[config.mk]
export PLATFORM = sky130hd
export DESIGN_NAME = sequence_chunk_completion_tracker
export DESIGN_NICKNAME = d
export VERILOG_FILES = /design/src/rtl/sctr_pkg.sv /design/src/rtl/sctr_mem.sv /design/src/rtl/sctr_upd.sv /design/src/rtl/sequence_chunk_completion_tracker.sv
export VERILOG_INCLUDE_DIRS = /design/src /design/src/rtl
export SDC_FILE = /design/constraint.sdc
export NUM_CORES = 2
export LEC_CHECK = 0
export BUFFER_PORTS_ARGS = -buffer_cell sky130_fd_sc_hd__buf_2
export CORE_UTILIZATION = 41
export CTS_CLUSTER_DIAMETER = 60
export DETAILED_ROUTE_END_ITERATION = 16
export GPL_TIMING_DRIVEN = 0
export HOLD_SLACK_MARGIN = 0.03
export PLACE_DENSITY_LB_ADDON = 0.12
export SYNTH_ARGS = -nofsm -noshare
export SYNTH_HDL_FRONTEND = slang
export SYNTH_SLANG_ARGS = --single-unit
[constraint.sdc]
create_clock -name i_clk -period 15.2 [get_ports i_clk]
set_input_delay 0 -clock i_clk [delete_from_list [all_inputs] [get_ports i_clk]]
set_output_delay 0 -clock i_clk [all_outputs]
set_load 0.02 [all_outputs]
[src/rtl/sequence_chunk_completion_tracker_assert.svh]
// Assertion macros for the chunk completion tracker.
// Each macro expands to one labelled concurrent assertion, reset-qualified.
`ifndef SEQUENCE_CHUNK_COMPLETION_TRACKER_ASSERT_SVH
`define SEQUENCE_CHUNK_COMPLETION_TRACKER_ASSERT_SVH

// Same-cycle implication.
`define SCTR_ASSERT_NOW(lbl, clk, rst_n, ante, cons, msg) \
    lbl: assert property (@(posedge clk) disable iff (!rst_n) (ante) |-> (cons)) \
        else $error(msg);

// Next-cycle implication.
`define SCTR_ASSERT_NEXT(lbl, clk, rst_n, ante, cons, msg) \
    lbl: assert property (@(posedge clk) disable iff (!rst_n) (ante) |=> (cons)) \
        else $error(msg);

`endif

[src/rtl/sctr_pkg.sv]
`timescale 1ns / 1ps
// ----------------------------------------------------------------------------
// sctr_pkg
// Shared types and codes for the chunk completion tracker.
// ----------------------------------------------------------------------------
package sctr_pkg;

    localparam int SCTR_TABLE_ENTRIES = 16;

    localparam logic       MODE_EMIT = 1'b0;
    localparam logic       MODE_REG  = 1'b1;

    localparam logic [1:0] ST_OK   = 2'd0;
    localparam logic [1:0] ST_FULL = 2'd1;
    localparam logic [1:0] ST_DUP  = 2'd2;

    // One table entry as held in the entry memory.
    typedef struct packed {
        logic        valid;
        logic [63:0] seq;
        logic [31:0] origin;
        logic [31:0] next_num;
        logic [31:0] final_num;
        logic [31:0] seen;
    } t_entry;

    // Outcome of one entry update.
    typedef struct packed {
        logic        wr_en;
        logic        res_vld;
        logic [31:0] chunk;
        logic        last;
        logic [1:0]  status;
    } t_upd_res;

endpackage

[src/rtl/sctr_mem.sv]
`timescale 1ns / 1ps
// ----------------------------------------------------------------------------
// sctr_mem
// Entry memory: one write port, one read port with registered read data.
// ----------------------------------------------------------------------------
module sctr_mem #(
    parameter int DEPTH = 16,
    parameter int AW    = 4
) (
    input  logic            i_clk,
    input  logic            i_we,
    input  logic [AW-1:0]   i_waddr,
    input  sctr_pkg::t_entry i_wdata,
    input  logic [AW-1:0]   i_raddr,
    output sctr_pkg::t_entry o_rdata
);
    import sctr_pkg::*;

    t_entry r_mem [DEPTH];
    t_entry r_rdata;

    always_ff @(posedge i_clk) begin
        if (i_we) begin
            r_mem[i_waddr] <= i_wdata;
        end
        r_rdata <= r_mem[i_raddr];
    end

    assign o_rdata = r_rdata;

endmodule

[src/rtl/sctr_upd.sv]
`timescale 1ns / 1ps
// ----------------------------------------------------------------------------
// sctr_upd
// Entry update: allocate or modify one entry and form the result.
// ----------------------------------------------------------------------------
module sctr_upd (
    input  logic              i_mode,
    input  logic [63:0]       i_seq,
    input  logic [31:0]       i_origin,
    input  logic              i_ends,
    input  logic [31:0]       i_inc_num,
    input  logic              i_inc_last,
    input  logic              i_hit,
    input  logic              i_free,
    input  sctr_pkg::t_entry  i_entry,
    output sctr_pkg::t_entry  o_entry,
    output sctr_pkg::t_upd_res o_res
);
    import sctr_pkg::*;

    function automatic logic [31:0] sat_inc(input logic [31:0] v);
        return (v == 32'hFFFF_FFFF) ? v : v + 32'd1;
    endfunction

    t_entry   ent;
    t_upd_res res;
    logic     owner;

    always_comb begin
        ent   = i_entry;
        res   = '0;
        owner = i_hit | i_free;
        // fresh entry when the key was not found
        if (!i_hit) begin
            ent.valid     = 1'b1;
            ent.seq       = i_seq;
            ent.origin    = i_origin;
            ent.next_num  = 32'd1;
            ent.final_num = 32'd0;
            ent.seen      = 32'd0;
        end
        res.wr_en = owner;
        if (i_mode == MODE_REG) begin
            ent.seen = sat_inc(ent.seen);
        end else begin
            res.res_vld = 1'b1;
            if (!owner) begin
                res.status = ST_FULL;
            end else begin
                res.chunk    = ent.next_num;
                ent.next_num = sat_inc(ent.next_num);
                if (i_ends) begin
                    if (i_inc_last) begin
                        if (ent.final_num != 32'd0) begin
                            res.status = ST_DUP;
                        end else begin
                            ent.final_num = i_inc_num;
                        end
                    end
                    ent.seen = sat_inc(ent.seen);
                    if (ent.final_num != 32'd0 && ent.seen == ent.final_num) begin
                        ent.valid = 1'b0;
                        res.last  = 1'b1;
                    end
                end
            end
        end
    end

    assign o_entry = ent;
    assign o_res   = res;

endmodule

[src/rtl/sequence_chunk_completion_tracker.sv]
`timescale 1ns / 1ps
// ----------------------------------------------------------------------------
// sequence_chunk_completion_tracker
// Tracks chunk completion per (sequence, origin) key in a table held in memory.
// ----------------------------------------------------------------------------
//  channel | direction | handshake               | fields
//  --------+-----------+-------------------------+-------------------------------
//  command | in        | start & !busy           | mode, sequence_number, origin_id,
//          |           |                         | ends_incoming_chunk,
//          |           |                         | incoming_chunk_number,
//          |           |                         | incoming_is_last
//  result  | out       | o_valid, one-cycle pulse| chunk_number, last_chunk, status
//
//  The key search issues one read per entry and checks each in the cycle after
//  its read; the update state then writes the entry back when a matching or
//  free entry exists, and registers the result. busy stays high until an item
//  is done, so a new command waits for it. Only emit-mode items give a result;
//  its pulse lands in the cycle busy drops. After reset a clearing pass marks
//  every entry free; busy stays high during it. The receiver cannot stall the result.
`include "sequence_chunk_completion_tracker_assert.svh"

module sequence_chunk_completion_tracker #(
    parameter int TABLE_ENTRIES = sctr_pkg::SCTR_TABLE_ENTRIES
) (
    input  logic        i_clk,
    input  logic        i_rst_n,
    input  logic        start,
    output logic        busy,
    input  logic        i_mode,
    input  logic [63:0] i_sequence_number,
    input  logic [31:0] i_origin_id,
    input  logic        i_ends_incoming_chunk,
    input  logic [31:0] i_incoming_chunk_number,
    input  logic        i_incoming_is_last,
    output logic        o_valid,
    output logic [31:0] o_chunk_number,
    output logic        o_last_chunk,
    output logic [1:0]  o_status
);
    import sctr_pkg::*;

    localparam int          IW   = $clog2(TABLE_ENTRIES);
    localparam logic [IW-1:0] LAST_IDX = IW'(TABLE_ENTRIES - 1);

    typedef enum logic [1:0] {
        S_CLEAR,
        S_IDLE,
        S_SCAN,
        S_UPDATE
    } t_state;

    t_state      r_state;

    // held transaction
    logic        r_mode;
    logic [63:0] r_seq;
    logic [31:0] r_origin;
    logic        r_ends;
    logic [31:0] r_inc_num;
    logic        r_inc_last;

    // search bookkeeping
    logic [IW-1:0] r_scan_idx;
    logic          r_issue;
    logic          r_chk;
    logic [IW-1:0] r_chk_idx;
    logic          r_hit;
    logic [IW-1:0] r_hit_idx;
    t_entry        r_hit_entry;
    logic          r_free;
    logic [IW-1:0] r_free_idx;

    // registered result
    logic        r_valid;
    logic [31:0] r_chunk;
    logic        r_last;
    logic [1:0]  r_status;

    t_entry        rd_data;
    t_entry        upd_entry;
    t_upd_res      upd_res;
    logic          mem_we;
    logic [IW-1:0] mem_waddr;
    t_entry        mem_wdata;
    logic          accept;
    logic          key_match;

    assign busy   = (r_state != S_IDLE);
    assign accept = start & ~busy;

    assign key_match = rd_data.valid && (rd_data.seq == r_seq) && (rd_data.origin == r_origin);

    sctr_mem #(
        .DEPTH (TABLE_ENTRIES),
        .AW    (IW)
    ) u_mem (
        .i_clk   (i_clk),
        .i_we    (mem_we),
        .i_waddr (mem_waddr),
        .i_wdata (mem_wdata),
        .i_raddr (r_scan_idx),
        .o_rdata (rd_data)
    );

    sctr_upd u_upd (
        .i_mode     (r_mode),
        .i_seq      (r_seq),
        .i_origin   (r_origin),
        .i_ends     (r_ends),
        .i_inc_num  (r_inc_num),
        .i_inc_last (r_inc_last),
        .i_hit      (r_hit),
        .i_free     (r_free),
        .i_entry    (r_hit_entry),
        .o_entry    (upd_entry),
        .o_res      (upd_res)
    );

    // Write port: clearing sweep, or write-back of the updated entry.
    always_comb begin
        if (r_state == S_CLEAR) begin
            mem_we    = 1'b1;
            mem_waddr = r_scan_idx;
            mem_wdata = '0;
        end else begin
            mem_we    = (r_state == S_UPDATE) && upd_res.wr_en;
            mem_waddr = r_hit ? r_hit_idx : r_free_idx;
            mem_wdata = upd_entry;
        end
    end

    always_ff @(posedge i_clk) begin
        if (!i_rst_n) begin
            r_state    <= S_CLEAR;
            r_scan_idx <= '0;
            r_issue    <= 1'b0;
            r_chk      <= 1'b0;
            r_hit      <= 1'b0;
            r_free     <= 1'b0;
            r_valid    <= 1'b0;
        end else begin
            r_valid <= 1'b0;
            unique case (r_state)
                S_CLEAR: begin
                    // sweep every entry to free
                    if (r_scan_idx == LAST_IDX) begin
                        r_scan_idx <= '0;
                        r_state    <= S_IDLE;
                    end else begin
                        r_scan_idx <= r_scan_idx + 1'b1;
                    end
                end
                S_IDLE: begin
                    if (accept) begin
                        r_mode     <= i_mode;
                        r_seq      <= i_sequence_number;
                        r_origin   <= i_origin_id;
                        r_ends     <= i_ends_incoming_chunk;
                        r_inc_num  <= i_incoming_chunk_number;
                        r_inc_last <= i_incoming_is_last;
                        r_scan_idx <= '0;
                        r_issue    <= 1'b1;
                        r_chk      <= 1'b0;
                        r_hit      <= 1'b0;
                        r_free     <= 1'b0;
                        r_state    <= S_SCAN;
                    end
                end
                S_SCAN: begin
                    // issue one read per cycle
                    r_chk     <= r_issue;
                    r_chk_idx <= r_scan_idx;
                    if (r_issue) begin
                        if (r_scan_idx == LAST_IDX) begin
                            r_issue <= 1'b0;
                        end else begin
                            r_scan_idx <= r_scan_idx + 1'b1;
                        end
                    end
                    // check the entry read in the previous cycle
                    if (r_chk) begin
                        if (key_match && !r_hit) begin
                            r_hit       <= 1'b1;
                            r_hit_idx   <= r_chk_idx;
                            r_hit_entry <= rd_data;
                        end
                        // keep the lowest free index
                        if (!rd_data.valid && !r_free) begin
                            r_free     <= 1'b1;
                            r_free_idx <= r_chk_idx;
                        end
                        if (r_chk_idx == LAST_IDX) begin
                            r_state <= S_UPDATE;
                        end
                    end
                end
                S_UPDATE: begin
                    r_valid    <= upd_res.res_vld;
                    r_chunk    <= upd_res.chunk;
                    r_last     <= upd_res.last;
                    r_status   <= upd_res.status;
                    r_scan_idx <= '0;
                    r_state    <= S_IDLE;
                end
                default: begin
                    r_state <= S_IDLE;
                end
            endcase
        end
    end

    assign o_valid        = r_valid;
    assign o_chunk_number = r_chunk;
    assign o_last_chunk   = r_last;
    assign o_status       = r_status;

    `SCTR_ASSERT_NEXT(a_accept_busy, i_clk, i_rst_n, accept,
        busy && r_state == S_SCAN, "accepted transaction did not start a search")
    `SCTR_ASSERT_NOW(a_no_write_in_scan, i_clk, i_rst_n, r_state == S_SCAN,
        !mem_we, "entry memory written during search")
    `SCTR_ASSERT_NOW(a_full_result, i_clk, i_rst_n, o_valid && o_status == ST_FULL,
        o_chunk_number == 32'd0 && !o_last_chunk, "table-full result carries a chunk number")
    `SCTR_ASSERT_NOW(a_result_after_update, i_clk, i_rst_n, o_valid,
        $past(r_state) == S_UPDATE && !busy, "result strobe outside update slot")

endmodule
==> impl_metrics.toml <==
[worst_setup_path]
critPathBufInv = 9
cpMostUsedCell = "clkbuf_1"
path_class = "flip-flop to flip-flop"
cp_slowest_cell = "clkbuf_1"
start_kind = "flip-flop"
slowest_delay_ps = 1160
path_max_fanout = 16
worstSetupEndpointType = "flip-flop"
cp.required_ps = 15730
cp_cell_sequence = "buf_4, clkbuf_1, buf_2, clkbuf_1, clkbuf_1, clkbuf_1, buf_1, buf_2, clkbuf_2, o311ai_0, a21oi_1"
cp.arrival_ps = 9840
critical_path.top_delay_family = "buffers and inverters"

[route]
drcViolationCount = 0
avgRoutedWirePerCell_um = 34.0
wl_um = 411000
dr_total_vias = 70000
dr.pass1.iters = 5
vias_per_cell = 5.79
drtAntennaViolNets = 0
drt-initial-drc-count = 8208

[pwr]
p_int_w = 0.0173
switching_power_w = 0.00480
pwr_density_cell_nw_per_um2 = 134
seq_power_share = 0.513
power.share.switching = 0.217
combPwrFrac = 0.056
p_leak_nw = 51.4
ir_drop_uv = 81.8
clockPowerShare = 0.431

[yosys]
synth_edf_count = 3459
synth_nets = 6350
ys_ff_latch = 3663
ys.flop_type = "edfxtp_1"
syn_area_um2 = 138000
async_reset_ff_frac = 0
synthDistinctLibCells = 72
yosysWarningCount = 0
syn_avg_cell_area_um2 = 22.3
seq_area_frac_synth = 0.781
synthCells = 6208

[finish]
drive_above_1_share = 0.264
syn_to_final_growth_pct = 19.6
nets = 7403
final_common_cell = "edfxtp_1"
final_cell_area_um2 = 165000
layout_common_cells = "edfxtp_1, mux4_2, clkbuf_16, clkbuf_1, dlygate4sd3_1"
num-fill-cells = 27100

[sta]
finalCritPeriodShare = 0.612
final-hold-violation-count = 0
fin_crit_ps = 9310
clock.fmax_mhz = 107
rsz0062_at_grt = "false"
worst_pin_slew_ps = 1530
clock_skew_ps = 44.5
drv_slew = 11
setup_viol = 0
fin_setup_tns_ps = 0
max_slew_margin = -0.0189

[floorplan]
core_um2 = 334000
fp.dieW_um = 583
rows = 212
dieArea_um2 = 340000
die_h_um = 583
io_pins = 171
initial_utilization = 0.413

[run_status]
status = "finished with violations"
violations = "max-capacitance violations, max-slew violations"

[clocking]
postCtsSetupRepairBufs = 0
clkLatencyLatePin_ps = 960
clkSinkCount = 3663
cts_resized = 0
cts-root-buf = "clkbuf_16"
clk_path_buf_depth = 4
cts_buffers = 388
cts_tree = "built"
path_clk_slew_ps = 60
cts_max_level = 5

[placed_design]
place_area_um2 = 150000
port_buffers = 170
gp_congestion = 0.890
hpwl_um = 269000

[run]
max_cap_viol_count = 1

[global_routing]
antenna_found_initial = 24
grt_usage = 0.241
grt_start_max_net_pins = 48
grt-ovfl-total = 0
grt_pass1_wl_um = 569000
grt_pass1_vias = 70600

[min_path]
hold_class = "input port to flip-flop"
## layout make-up
type	instances	area [µm²]	area share
Antenna cell	5	12.5	0.0000757
Multi-Input combinational cell	2180	29100	0.176
Buffer	310	1240	0.00749
Clock buffer	535	10900	0.0662
Tap cell	4494	5620	0.0340
Timing Repair Buffer	663	8340	0.0505
Clock inverter	189	1910	0.0115
Inverter	55	206	0.00125
Sequential cell	3663	108000	0.653
## worst min-delay path, cell delays in order
cell and delay (ps):
dlygate4sd3_1 550, buf_2 170, clkbuf_1 220, a21boi_0 180
## flip-flops by register name, summed over array words and instances, names as in the netlist, 2 cells and up
name,flops
r_inc_num,32
r_state,2
r_hit_entry,193
u_mem.r_mem,3088
o_chunk_number,32
r_scan_idx,4
r_hit_idx,4
u_mem.o_rdata,193
r_seq,64
r_free_idx,4
r_origin,32
o_status,2
r_chk_idx,4
## metal layers
layer	vias up	track usage	routed length (µm)
met2	2808	0.384	196000
met4	2	0.0525	8970
met1	38500	0.350	176000
met5	-	0	13
li1	28200	-	-
met3	504	0.0395	29400
## through the flow
stage / cells / hold slack (ps) / setup WS (ps) / util / power [W]
floorplan: 6208 / 98.9 / 4150 / - / 0.0122
global placement: 10900 / 176 / -12910 / 0.433 / 0.0128
detailed placement: 11100 / 178 / 6450 / 0.448 / 0.0127
CTS: 12100 / 125 / 6450 / 0.494 / 0.0223
global route: 12100 / 199 / 6090 / 0.494 / 0.0227
finish: 12100 / 227 / 5890 / 0.494 / 0.0221
## cells in the mapped netlist (37+ instances only)
master / count / area share
inv_1: 55 / 0.0015
nor2_1: 250 / 0.0068
nand4_1: 39 / 0.0018
edfxtp_1: 3459 / 0.75
buf_1: 93 / 0.0025
clkbuf_1: 196 / 0.0053
and3_1: 37 / 0.0017
mux2i_1: 136 / 0.0098
nand2_1: 132 / 0.0036
xor2_1: 56 / 0.0035
mux4_2: 939 / 0.15
xnor2_1: 79 / 0.0050
nor3_1: 40 / 0.0014
nor4_1: 39 / 0.0018
a21oi_1: 118 / 0.0043
dfxtp_1: 204 / 0.030
## power groups by stage
| stage | registers, W | logic (W) | clock network, W |
|---|---|---|---|
| 2_1_floorplan | 0.0115 | 0.000640 | 0 |
| 3_3_place_gp | 0.0117 | 0.00112 | 0 |
| 3_5_place_dp | 0.0115 | 0.00121 | 0 |
| 4_1_cts | 0.0113 | 0.00127 | 0.00970 |
| 5_1_grt | 0.0113 | 0.00130 | 0.0101 |
| 6_report | 0.0113 | 0.00124 | 0.00952 |
## what timing repair did
| item | in CTS | in global routing |
|---|---|---|
| endpoints found under the setup margin | 0 | 0 |
| hold endpoints to repair | 224 | 0 |
| hold buffers | 265 | 0 |
## cell families (layout without fill, tap and decap cells)
group | count (synthesis) | in the layout | synth area share
multiplexers | 1075 | 1075 | 0.163
buffers and inverters | 365 | 1752 | 0.0102
other | 0 | 5 | 0
adder cells (fa/ha/maj) | 8 | 8 | 0.000724
AND/OR/NAND/NOR | 667 | 667 | 0.0233
XOR/XNOR | 136 | 136 | 0.00871
AO/OA/AOI/OAI | 294 | 294 | 0.0137
flip-flops | 3663 | 3663 | 0.781
## worst paths after layout
| check | start | to | slack [ps] | cells past startpoint |
|---|---|---|---|---|
| worst min register to register | u_mem.o_rdata[79] | r_hit_entry[79] | 390 | 0 |
| worst max register to register | r_hit | u_mem.r_mem[7][22] | 5890 | 11 |
| worst min-delay path | i_rst_n | r_scan_idx[2] | 230 | 4 |
| worst max-delay path | r_hit | u_mem.r_mem[7][22] | 5890 | 11 |
No activity file was read; power rests on OpenSTA's default activity.
